<file path="src/hdl/lbp_pkg.sv">
// Shared types and constants for the 3x3 local binary pattern block.
package lbp_pkg;

   localparam int LBP_MAX_WIDTH   = 1024;
   localparam int LBP_PIX_W       = 8;
   localparam int LBP_LW_W        = 11;
   localparam int LBP_FH_W        = 12;
   localparam int LBP_FIFO_DEPTH  = 4;
   localparam int LBP_FIFO_CNT_W  = $clog2(LBP_FIFO_DEPTH + 1);

   localparam logic [LBP_LW_W-1:0] LBP_LW_RESET = 11'd640;
   localparam logic [LBP_FH_W-1:0] LBP_FH_RESET = 12'd480;

   // register indexes, selected by csr_paddr[2]
   localparam logic LBP_REG_LINE_WIDTH   = 1'b0;
   localparam logic LBP_REG_FRAME_HEIGHT = 1'b1;

   typedef logic [LBP_PIX_W-1:0] lbp_pix_type;

   // one window column: rows r-2, r-1, r
   typedef struct packed {
      lbp_pix_type upper;
      lbp_pix_type middle;
      lbp_pix_type lower;
   } lbp_col_type;

   // one result beat
   typedef struct packed {
      lbp_pix_type code;
      logic        last;
   } lbp_rsp_type;

endpackage

</file>
<file path="src/hdl/lbp_out_fifo.sv">
// Small result queue that decouples the pipeline from a stalling receiver.
module lbp_out_fifo (
   input  logic                                clock,
   input  logic                                reset,
   input  logic                                push,
   input  lbp_pkg::lbp_rsp_type                push_data,
   input  logic                                pop,
   output logic                                out_valid,
   output lbp_pkg::lbp_rsp_type                out_data,
   output logic [lbp_pkg::LBP_FIFO_CNT_W-1:0]  count
);
   import lbp_pkg::*;

   localparam int PTR_W = $clog2(LBP_FIFO_DEPTH);

   lbp_rsp_type               slot_ff [LBP_FIFO_DEPTH];
   logic [PTR_W-1:0]          wr_ptr_ff, rd_ptr_ff;
   logic [LBP_FIFO_CNT_W-1:0] count_ff, count_in;
   logic                      do_pop;

   assign do_pop = pop && (count_ff != '0);

   always_comb begin
      count_in = count_ff;
      if (push && !do_pop) begin
         count_in = count_ff + LBP_FIFO_CNT_W'(1);
      end else if (!push && do_pop) begin
         count_in = count_ff - LBP_FIFO_CNT_W'(1);
      end
   end

   always_ff @(posedge clock) begin
      if (reset) begin
         wr_ptr_ff <= '0;
         rd_ptr_ff <= '0;
         count_ff  <= '0;
      end else begin
         count_ff <= count_in;
         if (push) begin
            wr_ptr_ff <= wr_ptr_ff + PTR_W'(1);
         end
         if (do_pop) begin
            rd_ptr_ff <= rd_ptr_ff + PTR_W'(1);
         end
      end
   end

   always_ff @(posedge clock) begin
      if (push) begin
         slot_ff[wr_ptr_ff] <= push_data;
      end
   end

   assign out_valid = (count_ff != '0);
   assign out_data  = slot_ff[rd_ptr_ff];
   assign count     = count_ff;

   a_no_overflow: assert property (@(posedge clock) disable iff (reset)
      push && !do_pop |-> count_ff < LBP_FIFO_CNT_W'(LBP_FIFO_DEPTH))
      else $error("result queue overflow");

endmodule
</file>
<file path="config.mk">
export PLATFORM = sky130hd
export DESIGN_NAME = lbp_out_fifo
export DESIGN_NICKNAME = d
export VERILOG_FILES = /design/src/hdl/lbp_pkg.sv /design/src/hdl/lbp_out_fifo.sv
export SDC_FILE = /design/constraint.sdc
export NUM_CORES = 1
export LEC_CHECK = 0
export BUFFER_PORTS_ARGS = -buffer_cell sky130_fd_sc_hd__buf_2
export CAP_MARGIN = 10
export CORE_AREA = 2 2 95 60
export DETAILED_ROUTE_END_ITERATION = 8
export DIE_AREA = 0 0 97 62
export PLACE_DENSITY = 0.51
export SKIP_LAST_GASP = 1
export SLEW_MARGIN = 20
export SYNTH_ARGS = -nofsm -noshare
export SYNTH_HDL_FRONTEND = slang
export SYNTH_SLANG_ARGS = --single-unit
</file>
<file path="constraint.sdc">
create_clock -name clock -period 2.9 [get_ports clock]
set_input_delay 0 -clock clock [delete_from_list [all_inputs] [get_ports clock]]
set_output_delay 0 -clock clock [all_outputs]
set_load 0.005 [all_outputs]
</file>
### Word-level counts from Yosys, hierarchy flattened

Memories as Yosys holds them, arrays and structs flattened. A register that Yosys moved wholly into a read port is not among the register bits.
Cells that the tools add are included.

* mux-type cells: 6
* reduce and logical (&&, ||, !) cells: 7
* add/subtract/negate cells: 4

Operator list (count)
* 3-bit 2-to-1 mux: 2
* 2-bit by 1-bit adder with 2-bit output, second input constant: 2
* 2-bit 2-to-1 mux: 2
* 3-bit by 1-bit adder with 3-bit output, second input constant: 1
* 1-bit logical AND: 3
* 3-bit nonzero test: 1
* 3-bit by 1-bit subtractor with 3-bit output, second input constant: 1
* 1-bit logical NOT: 2
* 1-bit 2-to-1 mux: 2
* 2-bit nonzero test: 1

* bits in registers: 7
* output and inout port bits: 13
* logic and storage cells: 21
* input port bits: 13
* memories: 1
* bits in writable memories: 36

Memory list
* slot_ff: depth 4, width 9, rd ports 1, clocked after Yosys merged registers in 1, write ports 1, RTL line lbp_out_fifo.sv:16 `lbp_rsp_type slot_ff [LBP_FIFO_DEPTH];`

### Depth between registers and ports, before layout

* depth in word-level cells: 5
* mapped depth: 7
* mapped depth without buffers: 7

### Least setup slack after synthesis

No wires, ideal clock.

* path kind: reg2reg
* start: register count_ff[1], in the netlist count[1]
* end: register count_ff[2], in the netlist count[2]
* cell stages (with the launch flop): 8
* data required time: 2830 ps
* buffers on the path: 0
* arrival: 1829 ps
* library setup time: 70 ps
* path slack: 1001 ps
* period minus slack after synthesis: 1899 ps
* path through: dfxtp_1 o31ai_4 ha_1 inv_1 fa_1 xor2_1 or3_1 a21oi_1

* longest elaborated chain between the ends: 5
* elaborated cells on any way between the ends: 10
* classes of those cells: add/sub: 2; mux: 2; reduce/logical: 6

Ends and longest elaborated chain
* start: declaration: RTL line lbp_out_fifo.sv:18 `logic [LBP_FIFO_CNT_W-1:0] count_ff, count_in;`
* start signal: assignment: RTL line lbp_out_fifo.sv:38 `count_ff <= count_in;`
* branches (longest 5 deep; another with 3-bit by 1-bit subtractor with 3-bit output)

Several ways; the timed one is not identified. The select of a mux whose other input is x is not followed.
A chain may end at the register's enable or synchronous reset.

### Worst setup path in the final report

Ends and elaborated chain as after synthesis.

==> flow_metrics.env <==
export IMPL_setup_viol=0
export IMPL_clock_skew_ns=0.00780
export IMPL_gp_congestion=0.724
export IMPL_core_area_mm2=0.00528
export IMPL_maxCapViolations=0
export IMPL_wl_per_cell_um=14.3
export IMPL_clk_pin_slew_worst_paths_ns=0.09
export IMPL_grt_pass1_vias=883
export IMPL_htree_levels=2
export IMPL_num_vias=896
export IMPL_cts_max_path_buffers=2
export IMPL_worstSkewPairLatency_ns=0.29
export IMPL_syn_area_mm2=0.00175
export IMPL_finalNetCount=148
export IMPL_max_freq_ghz=0.490
export IMPL_synth_main_ff_cell="edfxtp_1"
export IMPL_syn_inst=90
export IMPL_relSlewSlack_pct=57.9
export IMPL_power_density_mw_per_mm2=752
export IMPL_area_growth_pct=22.8
export IMPL_yosysTopAreaCellShare_pct=61.9
export IMPL_fin_cells=199
export IMPL_max_slew_worst_pin_slew_ns=0.630
export IMPL_io_pins=26
export IMPL_fin_setup_tns_ns=0
export IMPL_critPathLaunchType="register"
export IMPL_firstDrtPassIters=4
export IMPL_hp_class="in2reg"
export IMPL_cp_end_kind="register"
export IMPL_mostFrequentLayoutCell="edfxtp_1"
export IMPL_port_buffers=25
export IMPL_slowest_delay_ns=0.40
export IMPL_wirelength_um=2840
export IMPL_dieWidth_um=97
export IMPL_cts_resized=0
export IMPL_slew_violations=0
export IMPL_worst_path_max_delay_cell="dfxtp_1"
export IMPL_ys_types=20
export IMPL_finalHoldViolCount=0
export IMPL_drc_errors=0
export IMPL_post_cts_buffers=0
export IMPL_power_uw=1610
export IMPL_rows=21
export IMPL_dp_hpwl_um=1930
export IMPL_required_ns=3.13
export IMPL_fin_ws_ns=0.861
export IMPL_root_buffer="clkbuf_8"
export IMPL_synth_edf_count=36
export IMPL_finalCriticalPeriod_ns=2.04
export IMPL_path_buf_inv=1
export IMPL_worst_endpoint_arrival_ns=2.27
export IMPL_synthesis_nets=109
export IMPL_crit_family="adder cells"
export IMPL_grt_usage_pct=10.1
export IMPL_synth_warnings=0
export IMPL_outcome="finished clean"
export IMPL_start_util_pct=33.1
export IMPL_placed_cells=181
export IMPL_p_leak_uw=0.000774
export IMPL_yosysTopAreaCell="edfxtp_1"
export IMPL_most_common_layout_cells="edfxtp_1, buf_2, dlygate4sd3_1"
export IMPL_place_worst_setup_slack_ns=0.884
export IMPL_cts_made_buffers=5
export IMPL_crit_chain="o31ai_4 > ha_1 > inv_1 > fa_1 > xor2_1 > or3_1 > a21oi_1"
export IMPL_crit_type="reg2reg"
export IMPL_cts_tree="done"
export IMPL_fp_dieH_um=62
export IMPL_final_period_utilization_pct=70.3
export IMPL_vdd_drop_max_uv=191
export IMPL_grt_pass1_wl_um=4310
export IMPL_antenna_found_initial=0
export IMPL_vias_per_cell=4.50
export IMPL_rsz0062_at_grt="no"
export IMPL_grt_max_degree=15
export IMPL_dieArea_mm2=0.00601
export IMPL_synthArstFlopShare_pct=0
export IMPL_layout_drive_gt1_share_pct=33.1
export IMPL_syn_avg_cell_area_um2=19.4
export IMPL_drt_iter0_markers=24
export IMPL_clock_sinks=45
export IMPL_seq_area_frac_synth_pct=72.2
export IMPL_synth_seq_cells=45
export IMPL_diodes=0
export IMPL_ant_nets=0
export IMPL_overflow=0
export IMPL_synth_area_leaders="edfxtp_1, mux4_2, dfxtp_1, ha_1, xor2_1"
export IMPL_cp_max_fo=6
area by class of cell:
type	instances	area (um2)
Tap cell	69	86.3
Timing Repair Buffer	35	225
Clock inverter	1	8.76
Fill cell	486	3140
Clock buffer	7	97.6
Multi-Input combinational cell	39	454
Sequential cell	45	1260
Inverter	3	11.3
through the flow:
stage	hold WS, ns	utilization (%)	cell area (um2)
after floorplan	0.0989	-	1750
after global routing	0.0696	40.6	2140
final	0.0504	40.6	2140
after global placement	0.211	36.7	1940
after detailed placement	0.218	36.7	1940
after CTS	0.0530	40.6	2140
registers in the layout (all words and copies together) (netlist names), named ones only:
name,count
rd_ptr_ff,2
slot_ff,36
wr_ptr_ff,2
count,3
report_power, final:
part | leakage [uW] | total, uW | switching (uW) | internal, uW
Sequential | 0.000405 | 848 | 90.2 | 758
Combinational | 0.000316 | 339 | 128 | 210
Clock | 0.0000536 | 427 | 203 | 224
tightest hold or removal path: cells and delay by family:
family                 cells  cell delay (ns)
buffers and inverters      1             0.15
XOR/XNOR                   1             0.08
AND/OR/NAND/NOR            1             0.07
worst paths after layout:
kind	slack, ns	endpoint	cells past startpoint	start
setup / recovery	0.86	count[2]	7	count[1]
hold / removal	0.05	wr_ptr_ff[0]	3	push
setup reg to reg	0.86	count[2]	7	count[1]
hold reg to reg	0.53	register	2	rd_ptr_ff[1]
Yosys cell counts (2+ instances only):
master and n:
and2_1 4, dfxtp_1 9, edfxtp_1 36, ha_1 5, inv_1 3, mux2i_1 2
mux4_2 9, nor2_1 7, xor2_1 4
kinds of logic after synthesis:
family | Yosys count | synth area share (%)
AO/OA/AOI/OAI | 4 | 2.29
XOR/XNOR | 5 | 2.51
adder cells (fa/ha/maj) | 6 | 4.73
buffers and inverters | 6 | 1.79
flip-flops | 45 | 72.2
multiplexers | 11 | 12.8
AND/OR/NAND/NOR | 13 | 3.73
per-layer routing:
metal,up-vias,global-route usage [%],part of all wire (%)
met4,0,6.04,1.7
met1,446,11.5,44
met2,23,17.3,50
met3,4,3.58,4.2
met5,-,0,0
li1,423,-,-
repair_timing:
| item | in CTS | in global routing |
|---|---|---|
| setup endpoints to repair | 0 | 0 |
| hold endpoints to repair | 45 | 0 |
| hold buffers | 10 | 0 |
No activity file was read; power rests on OpenSTA's default activity.
