===== src/hdl/lbp_pkg.sv =====
// Shared types and constants for the 3x3 local binary pattern block.
package lbp_pkg;

   localparam int LBP_MAX_WIDTH   = 1024;
   localparam int LBP_PIX_W       = 8;
   localparam int LBP_LW_W        = 11;
   localparam int LBP_FH_W        = 12;
   localparam int LBP_FIFO_DEPTH  = 4;
   localparam int LBP_FIFO_CNT_W  = $clog2(LBP_FIFO_DEPTH + 1);

   localparam logic [LBP_LW_W-1:0] LBP_LW_RESET = 11'd640;
   localparam logic [LBP_FH_W-1:0] LBP_FH_RESET = 12'd480;

   // register indexes, selected by csr_paddr[2]
   localparam logic LBP_REG_LINE_WIDTH   = 1'b0;
   localparam logic LBP_REG_FRAME_HEIGHT = 1'b1;

   typedef logic [LBP_PIX_W-1:0] lbp_pix_type;

   // one window column: rows r-2, r-1, r
   typedef struct packed {
      lbp_pix_type upper;
      lbp_pix_type middle;
      lbp_pix_type lower;
   } lbp_col_type;

   // one result beat
   typedef struct packed {
      lbp_pix_type code;
      logic        last;
   } lbp_rsp_type;

endpackage


===== src/hdl/lbp_window.sv =====
// 3x3 window shift register and the pattern compare against the center pixel.
module lbp_window (
   input  logic                 clock,
   input  logic                 reset,
   input  logic                 shift_en,
   input  lbp_pkg::lbp_col_type new_col,
   output lbp_pkg::lbp_pix_type code
);
   import lbp_pkg::*;

   lbp_col_type left_ff, center_ff, right_ff;
   lbp_pix_type c;

   always_ff @(posedge clock) begin
      if (reset) begin
         left_ff   <= '0;
         center_ff <= '0;
         right_ff  <= '0;
      end else if (shift_en) begin
         left_ff   <= center_ff;
         center_ff <= right_ff;
         right_ff  <= new_col;
      end
   end

   // bit 7 top-left, clockwise, bit 0 left
   always_comb begin
      c       = center_ff.middle;
      code[7] = left_ff.upper    > c;
      code[6] = center_ff.upper  > c;
      code[5] = right_ff.upper   > c;
      code[4] = right_ff.middle  > c;
      code[3] = right_ff.lower   > c;
      code[2] = center_ff.lower  > c;
      code[1] = left_ff.lower    > c;
      code[0] = left_ff.middle   > c;
   end

endmodule


===== config.mk =====
export PLATFORM = sky130hd
export DESIGN_NAME = lbp_window
export DESIGN_NICKNAME = d
export VERILOG_FILES = /design/src/hdl/lbp_pkg.sv /design/src/hdl/lbp_window.sv
export SDC_FILE = /design/constraint.sdc
export NUM_CORES = 1
export LEC_CHECK = 0
export BUFFER_PORTS_ARGS = -buffer_cell sky130_fd_sc_hd__buf_2
export CAP_MARGIN = 20
export CELL_PAD_IN_SITES_DETAIL_PLACEMENT = 1
export CELL_PAD_IN_SITES_GLOBAL_PLACEMENT = 2
export CORE_MARGIN = 3
export CORE_UTILIZATION = 41
export CTS_BUF_LIST = sky130_fd_sc_hd__clkbuf_16
export CTS_CLUSTER_SIZE = 16
export DETAILED_ROUTE_END_ITERATION = 8
export PLACE_DENSITY_LB_ADDON = 0.25
export SYNTH_ARGS = -nofsm -noshare
export SYNTH_HDL_FRONTEND = slang
export SYNTH_SLANG_ARGS = --single-unit

===== constraint.sdc =====
create_clock -name clock -period 3.79 [get_ports clock]
set_clock_uncertainty 0.2 [all_clocks]
set_input_delay 0.1895 -clock clock [delete_from_list [all_inputs] [get_ports clock]]
set_output_delay 0.1895 -clock clock [all_outputs]
set_load 0.1 [all_outputs]

### After elaboration in Yosys (flattened, before gate mapping)

Cells that the tools add are included.

* register bits after elaboration: 72
* output and inout bits: 8
* word-level logic and storage cells: 17

* order comparisons: 8

Operator list (number)
* greater-than comparator 8 bit: 8

### Longest topological paths before layout

Gate-level depths: netlist of run 1.

* depth after elaboration: 1
* gate-level depth with buffers: 6
* depth with buffers taken out: 6

### Least setup slack after synthesis of run 1

No wires, ideal clock.

* path type: reg-to-output
* start: register center_ff, in the netlist c[1]
* end: output code[4]
* arrival time: 1811 ps
* data required time: 3401 ps
* setup slack: 1590 ps
* cell stages (with the launch flop): 7
* path buffers: 0
* cell sequence: dfxtp_1 inv_1 ha_1 nor2b_1 o211ai_1 a21oi_1 o22a_1

* word-level cells in the longest chain between the ends: 1

RTL lines
* from (decl): RTL line lbp_window.sv:11 `lbp_col_type left_ff, center_ff, right_ff;`
* from (signal assigned): RTL line lbp_window.sv:21 `center_ff <= right_ff;`
* greater-than comparator 8 bit: RTL line lbp_window.sv:32 `code[4] = right_ff.middle > c;`
* to (decl): RTL line lbp_window.sv:7 `output lbp_pkg::lbp_pix_type code`

Every way passes these cells.

### Final worst setup path of run 1

* start: register center_ff, in the netlist c[1]
* end: output code[6]

* word-level cells in the longest chain between the ends: 1

RTL lines
* greater-than comparator 8 bit: RTL line lbp_window.sv:30 `code[6] = center_ff.upper > c;`

Every way passes these cells.

==> results.py, run 1 <==
metrics = {
    "run_status": {
        "outcome": "complete, no violations",
    },
    "die": {
        "die_y_um": 104.1,
        "dieArea_mm2": 0.01084,
        "ios": 35,
        "start_util": 0.4252,
        "core_mm2": 0.009284,
        "rows": 35,
        "die_width_um": 104.1,
    },
    "run": {
        "cap_violations": 0,
    },
    "sta": {
        "timing.final.ws_setup_ns": 1.122,
        "fin_hold_ws_ns": 0.2747,
        "max_slew_margin": 0.3992,
        "min_period_ns": 2.668,
        "finalSetupViolations": 0,
        "rsz0062_at_grt": "false",
        "tightest_slew_ns": 0.9013,
        "min_period_over_period": 0.7040,
        "hold_viol_final": 0,
        "fmax_mhz": 374.8,
        "finalMaxSlewViolations": 0,
        "finalSetupTns_ns": 0,
    },
    "clocking": {
        "cts_tree": "yes",
        "clock_path_buffers": 2,
        "ctsHtreeMaxLevel": 3,
        "post-cts-setup-buffers": 0,
        "cts.sinks": 72,
        "clk_pin_slew_ns": 0.05,
        "cts_root_buf": "clkbuf_16",
        "cts_buffers": 9,
        "clk-insertion-delay-late_ns": 0.33,
    },
    "route": {
        "wirelength_um": 9246,
        "drc": 0,
        "viasPerCell": 5.165,
        "vias": 3037,
        "firstDrtPassIters": 4,
        "ant_nets": 0,
        "drt-initial-drc-count": 72,
        "wl_per_cell_um": 15.72,
    },
    "grt": {
        "grtUsageTotal": 0.1792,
        "grt_max_degree": 50,
        "grt_pass1_vias": 3161,
        "grt_overflow_total": 0,
        "grt_first_pass_wirelength_um": 15700,
        "antenna_found_initial": 0,
    },
    "finish": {
        "utilization": 0.5011,
        "drive_gt1_frac": 0.1089,
        "antenna_cells": 0,
        "design_area_mm2": 0.004652,
        "area_growth_pct": 17.84,
        "final_nets": 546,
    },
    "critical_path": {
        "worstPathMaxFanout": 8,
        "end_kind": "primary output",
        "required_ns": 3.40,
        "critPathKind": "reg2out",
        "cp.arrival_ns": 2.28,
        "startpoint_type": "flip-flop",
    },
    "logic_synthesis": {
        "syn-num-nets": 490,
        "ys_seq_area_frac": 0.3651,
        "postSynthAreaPerCell_um2": 9.894,
        "ys.warnings.count": 0,
        "yosysUniqueCellTypes": 17,
        "synth_area_mm2": 0.003948,
        "synth_cells": 399,
        "ys_ff_latch": 72,
    },
    "hold_path": {
        "hp-class": "in2reg",
    },
    "placed_design": {
        "dp_slack_ns": 1.445,
        "port_buffers": 34,
        "gp_congestion": 0.7350,
        "place_area_mm2": 0.004156,
        "dpl.hpwl_um": 6492,
    },
    "pwr": {
        "p_per_area_mw_per_mm2": 436.2,
        "leakagePower_nw": 2.189,
        "peakVddDrop_mv": 0.2422,
    },
}
==> power breakdown <==
group	switching (mW)	internal [mW]
Combinational	0.328	0.154
Sequential	0.0253	0.786
Clock	0.306	0.430
==> through the flow <==
step | power, mW | cells
2_1_floorplan | 1.203 | 399
3_3_place_gp | 1.277 | 549
3_5_place_dp | 1.292 | 549
4_1_cts | 2.059 | 588
5_1_grt | 2.133 | 588
6_report | 2.029 | 588
==> critical path: stages, from the launching register on <==
cell and delay (ns):
dfxtp_1 0.37, inv_1 0.21, ha_1 0.37, nor2b_1 0.17
o211ai_1 0.12, a21oi_1 0.15, o22a_1 0.14, buf_2 0.42
==> per-layer routing <==
layer  GRT usage  vias to the layer above  wire length, um
met1      0.2291                     1473             4505
li1            -                     1532                -
met5           0                        -                0
met4     0.03704                        0               89
met2      0.3073                       23             4435
met3     0.04345                        9              215
==> flip-flops by register name, indices dropped and copies added (netlist names) <==
signal,count
right_ff,24
left_ff,24
center_ff,16
c,8
==> timing repair <==
action,CTS,global route
hold buffers,24,0
resized for setup,0,0
hold endpoints to repair,24,0
==> cell usage in the layout, fill, tap and decap left out <==
master | synthesis | routed
dlygate4sd3_1 | 0 | 24
buf_2 | 0 | 33
nand2_1 | 8 | 8
nand4_1 | 16 | 16
ha_1 | 64 | 64
nor2_1 | 72 | 72
o211ai_1 | 8 | 8
clkinvlp_4 | 0 | 1
nor2b_1 | 8 | 8
mux2i_1 | 72 | 72
o21ai_0 | 8 | 8
clkinv_2 | 0 | 3
clkbuf_16 | 0 | 9
dfxtp_1 | 72 | 72
o22a_1 | 8 | 8
a21oi_1 | 32 | 32
buf_4 | 0 | 4
inv_1 | 15 | 17
==> final cells by class <==
type / count / area, um2
multi-input combinational: 296 / 2302
inverter: 15 / 56.30
clock inverter: 6 / 30.03
tap: 129 / 161.4
timing repair buffer: 61 / 435.4
clock buffer: 9 / 225.2
sequential: 72 / 1441
fill: 1082 / 4632
==> synth_stat cells <==
cell type / n / area share
dfxtp_1: 72 / 0.37
mux2i_1: 72 / 0.18
nor2_1: 72 / 0.068
ha_1: 64 / 0.20
a21oi_1: 32 / 0.041
nand4_1: 16 / 0.025
inv_1: 15 / 0.014
nand2_1: 8 / 0.0076
nor2b_1: 8 / 0.013
o211ai_1: 8 / 0.015
o21ai_0: 8 / 0.010
o22a_1: 8 / 0.018
buf_8: 7 / 0.027
buf_1: 5 / 0.0048
clkbuf_1: 2 / 0.0019
buf_6: 1 / 0.0029
clkbuf_2: 1 / 0.0013
==> kinds of logic after synthesis <==
logic type	Yosys count	synth area share
mux	72	0.1826
fa+ha+maj	64	0.2029
compound gates	56	0.08368
flops	72	0.3651
buf+inv	31	0.05166
simple gates	104	0.1141
==> final timing paths <==
path | from | slack (ns) | endpoint | cells past startpoint
max | c[1] | 1.12 | code[6] | 7
min | reset | 0.27 | right_ff[23] | 2
max reg2reg | c[0] | 2.67 | left_ff[8] | 2
min reg2reg | left_ff[16] | 0.30 | left_ff[16] | 2
(Power assumes the default switching activity.)
==> run 2: changes to the inputs <==
--- a/config.mk
+++ b/config.mk
@@ -10,7 +10,7 @@
 export CELL_PAD_IN_SITES_DETAIL_PLACEMENT = 1
 export CELL_PAD_IN_SITES_GLOBAL_PLACEMENT = 2
 export CORE_MARGIN = 3
-export CORE_UTILIZATION = 41
+export CORE_UTILIZATION = 38
 export CTS_BUF_LIST = sky130_fd_sc_hd__clkbuf_16
 export CTS_CLUSTER_SIZE = 16
 export DETAILED_ROUTE_END_ITERATION = 8
==> constraint.sdc (replaced) <==
create_clock -name clock -period 2.68 [get_ports clock]
set_clock_uncertainty 0.2 [all_clocks]
set_input_delay 0.134 -clock clock [delete_from_list [all_inputs] [get_ports clock]]
set_output_delay 0.134 -clock clock [all_outputs]
set_load 0.1 [all_outputs]
==> results.py, run 2 (synthesized netlist as in run 1, its figures left out) <==
metrics = {
    "run_status": {
        "outcome": "complete, no violations",
    },
    "finish": {
        "mostFrequentLayoutCells": "mux2i_1 (72), nor2_1 (72), dfxtp_1 (72)",
        "design_area_mm2": 0.004751,
        "area_growth_pct": 20.35,
        "regArea_mm2": 0.001441,
        "finalNonFillerCells": 593,
        "top_regs": "left_ff (24), right_ff (24), center_ff (16)",
        "antenna_cells": 0,
        "multi_input_area_mm2": 0.002302,
        "drive_gt1_frac": 0.1130,
        "utilization": 0.4773,
        "fillers": 1113,
        "final_nets": 546,
    },
    "critical_path": {
        "path_cells": "inv_1 > ha_1 > a21oi_1 > o21ai_0 > o22a_1 > clkbuf_4",
        "startpoint_type": "flip-flop",
        "end_kind": "primary output",
        "critPathBufInv": 2,
        "crit_path_top_delay_cell": "ha_1",
        "worstPathMaxFanout": 8,
        "cpPeakStageDelay_ns": 0.37,
        "cp.arrival_ns": 2.19,
        "crit_family": "compound AO/OA/AOI/OAI gates",
        "required_ns": 2.35,
        "critPathKind": "reg2out",
    },
    "route": {
        "wl_met1_um": 4579,
        "wl_per_cell_um": 15.35,
        "dr_wl_met3_um": 185,
        "vias": 3012,
        "highest_layer": "met4",
        "drc": 0,
        "viasPerCell": 5.079,
        "drt-initial-drc-count": 60,
        "route.met2.wl_um": 4223,
        "wirelength_um": 9104,
        "firstDrtPassIters": 4,
        "ant_nets": 0,
    },
    "clocking": {
        "clk_pin_slew_ns": 0.06,
        "cts.sinks": 72,
        "cts_buffers": 9,
        "cts_root_buf": "clkbuf_16",
        "cts_tree": "yes",
        "post-cts-setup-buffers": 0,
        "ctsHtreeMaxLevel": 3,
        "clock_path_buffers": 2,
        "clk-insertion-delay-late_ns": 0.33,
    },
    "grt": {
        "grtUsageTotal": 0.1745,
        "grt_pass1_vias": 3208,
        "grt_first_pass_wirelength_um": 15790,
        "grt_max_degree": 39,
        "grt_overflow_total": 0,
        "antenna_found_initial": 0,
    },
    "die": {
        "dieArea_mm2": 0.01165,
        "start_util": 0.3966,
        "ios": 35,
        "core_mm2": 0.009955,
        "die_width_um": 107.9,
        "rows": 36,
        "die_y_um": 107.9,
    },
    "pwr": {
        "peakVddDrop_mv": 0.2631,
        "p_per_area_mw_per_mm2": 652.1,
        "leakagePower_nw": 2.219,
    },
    "placed_design": {
        "dpl.hpwl_um": 6617,
        "port_buffers": 34,
        "place_area_mm2": 0.004187,
        "gp_congestion": 0.7293,
        "dp_slack_ns": 0.4211,
        "place_inst": 553,
    },
    "sta": {
        "min_period_ns": 2.529,
        "hold_viol_final": 0,
        "fmax_mhz": 395.5,
        "finalSetupTns_ns": 0,
        "tightest_slew_ns": 0.6527,
        "timing.final.ws_setup_ns": 0.1514,
        "finalSetupViolations": 0,
        "max_slew_margin": 0.5649,
        "finalMaxSlewViolations": 0,
        "min_period_over_period": 0.9435,
        "rsz0062_at_grt": "false",
    },
    "hold_path": {
        "hp-class": "in2reg",
    },
    "run": {
        "cap_violations": 0,
    },
}
-- run 2: timing repair --
item                                   in CTS  in global routing
resized for setup                           0                  5
endpoints found under the hold margin      24                  0
setup endpoints to repair                   0                  5
hold buffers                               24                  0
-- run 2: path summary, 6_finish.rpt --
kind	cells past startpoint	to	start	slack [ns]
worst max register to register	2	left_ff[8]	c[0]	1.50
worst min register to register	2	left_ff[0]	left_ff[0]	0.29
worst max-delay path	6	code[3]	c[5]	0.15
worst min-delay path	2	right_ff[14]	reset	0.12
-- run 2: final cells by class --
type / instances / share of cell area
Sequential cell: 72 / 0.3034
Timing Repair Buffer: 61 / 0.09955
Clock inverter: 7 / 0.01817
Multi-Input combinational cell: 296 / 0.4846
Tap cell: 133 / 0.03503
Clock buffer: 9 / 0.04741
Inverter: 15 / 0.01185
-- run 2: stage by stage --
step           hold WS (ns)  power [mW]
6_report             0.1180       3.098
5_1_grt              0.1692       3.248
4_1_cts              0.1219       3.132
3_5_place_dp         0.1780       1.829
3_3_place_gp         0.1660       1.811
2_1_floorplan       0.08120       1.701
-- run 2: power breakdown --
part | switching, mW | leakage [nW] | internal [mW] | total [mW]
clock network | 0.454 | 0.153 | 0.806 | 1.26
logic | 0.462 | 1.48 | 0.230 | 0.691
registers | 0.0359 | 0.587 | 1.11 | 1.15
-- run 2: metal layers --
layer  vias up  global-route usage
met2        20              0.2864
met4         0             0.04869
li1       1550                   -
met3         7             0.04139
met1      1435              0.2296
met5         -                   0
==> run 3: changes to the inputs <==
--- a/config.mk
+++ b/config.mk
@@ -15,6 +15,7 @@
 export CTS_CLUSTER_SIZE = 16
 export DETAILED_ROUTE_END_ITERATION = 8
 export PLACE_DENSITY_LB_ADDON = 0.25
+export RECOVER_POWER = 100
 export SYNTH_ARGS = -nofsm -noshare
 export SYNTH_HDL_FRONTEND = slang
 export SYNTH_SLANG_ARGS = --single-unit
==> results.py, run 3 (synthesized netlist as in run 1, its figures left out) <==
metrics = {
    "sta": {
        "finalMaxSlewViolations": 0,
        "rsz0062_at_grt": "false",
        "timing.final.ws_setup_ns": 0.1514,
        "min_period_ns": 2.529,
        "hold_viol_final": 0,
        "finalSetupTns_ns": 0,
        "min_period_over_period": 0.9435,
        "tightest_slew_ns": 1.133,
        "fmax_mhz": 395.5,
        "finalSetupViolations": 0,
        "max_slew_margin": 0.2450,
    },
    "clocking": {
        "cts_tree": "yes",
        "ctsHtreeMaxLevel": 3,
        "cts.sinks": 72,
        "clock_path_buffers": 2,
        "cts_buffers": 9,
        "clk_pin_slew_ns": 0.06,
        "clk-insertion-delay-late_ns": 0.33,
        "cts_root_buf": "clkbuf_16",
    },
    "finish": {
        "top_regs": "left_ff (24), right_ff (24), center_ff (16)",
        "final_nets": 546,
        "antenna_cells": 0,
        "mostFrequentLayoutCells": "mux2i_1 (72), nor2_1 (72), dfxtp_1 (72)",
        "regArea_mm2": 0.001441,
        "area_growth_pct": 19.81,
        "drive_gt1_frac": 0.1109,
        "multi_input_area_mm2": 0.002302,
        "fillers": 1114,
    },
    "grt": {
        "grt_pass1_vias": 3208,
        "grt_first_pass_wirelength_um": 15790,
        "grt_overflow_total": 0,
        "grtUsageTotal": 0.1745,
        "antenna_found_initial": 0,
        "grt_max_degree": 39,
    },
    "die": {
        "ios": 35,
        "dieArea_mm2": 0.01165,
        "rows": 36,
        "die_width_um": 107.9,
        "die_y_um": 107.9,
        "core_mm2": 0.009955,
        "start_util": 0.3966,
    },
    "route": {
        "firstDrtPassIters": 4,
        "vias": 3009,
        "wirelength_um": 9109,
        "wl_per_cell_um": 15.36,
        "ant_nets": 0,
        "drc": 0,
        "viasPerCell": 5.074,
        "drt-initial-drc-count": 60,
    },
    "pwr": {
        "p_per_area_mw_per_mm2": 654.8,
        "peakVddDrop_mv": 0.2630,
        "leakagePower_nw": 2.209,
    },
    "critical_path": {
        "startpoint_type": "flip-flop",
        "worstPathMaxFanout": 8,
        "required_ns": 2.35,
        "end_kind": "primary output",
        "cp.arrival_ns": 2.19,
        "critPathKind": "reg2out",
    },
    "placed_design": {
        "gp_congestion": 0.7293,
        "port_buffers": 34,
        "dp_slack_ns": 0.4211,
        "dpl.hpwl_um": 6617,
    },
    "run": {
        "cap_violations": 0,
    },
    "hold_path": {
        "hp-class": "in2reg",
    },
    "run_status": {
        "outcome": "complete, no violations",
    },
}
-- run 3: layout make-up --
type,instances,area share
Clock buffer,9,0.04762
Clock inverter,7,0.01825
Inverter,15,0.01190
Multi-Input combinational cell,296,0.4868
Sequential cell,72,0.3048
Tap cell,133,0.03519
Timing Repair Buffer,61,0.09550
-- run 3: power by group --
group | switching (mW) | internal [mW] | total, mW
registers | 0.0358 | 1.11 | 1.15
logic | 0.461 | 0.229 | 0.690
clock network | 0.454 | 0.806 | 1.26
-- run 3: per-stage QoR --
stage	utilization	instances	hold WS (ns)	instance area (um2)	power (mW)
2_1_floorplan	-	399	0.08120	3948	1.701
3_3_place_gp	0.4206	553	0.1660	4187	1.811
3_5_place_dp	0.4206	553	0.1780	4187	1.829
4_1_cts	0.4760	593	0.1219	4738	3.132
5_1_grt	0.4751	593	0.1692	4730	3.247
6_report	0.4751	593	0.1177	4730	3.097
-- run 3: what timing repair did --
action / in CTS / in global routing
hold buffers: 24 / 0
buffers inserted: 0 / 0
gates resized for setup: 0 / 5
hold endpoints to repair: 24 / 0
endpoints found under the setup margin: 0 / 5
-- run 3: path summary, 6_finish.rpt --
check              from            to  slack (ns)  cells past startpoint
min reg2reg  left_ff[0]    left_ff[0]        0.30                      2
max reg2reg        c[0]    left_ff[8]        1.50                      2
max                c[5]       code[3]        0.15                      6
min               reset  right_ff[14]        0.12                      2
-- run 3: layer usage --
layer | share of wire | vias to the layer above | track usage
li1 | - | 1548 | -
met1 | 0.50 | 1434 | 0.2296
met2 | 0.46 | 20 | 0.2864
met3 | 0.020 | 7 | 0.04139
met4 | 0.013 | 0 | 0.04869
met5 | 0 | - | 0
-- run 3: critical path, stage by stage, from the launching register on --
cell      delay, ns
dfxtp_1        0.34
inv_1          0.18
ha_1           0.37
a21oi_1        0.07
o21ai_0        0.36
o22a_1         0.22
clkbuf_4       0.32
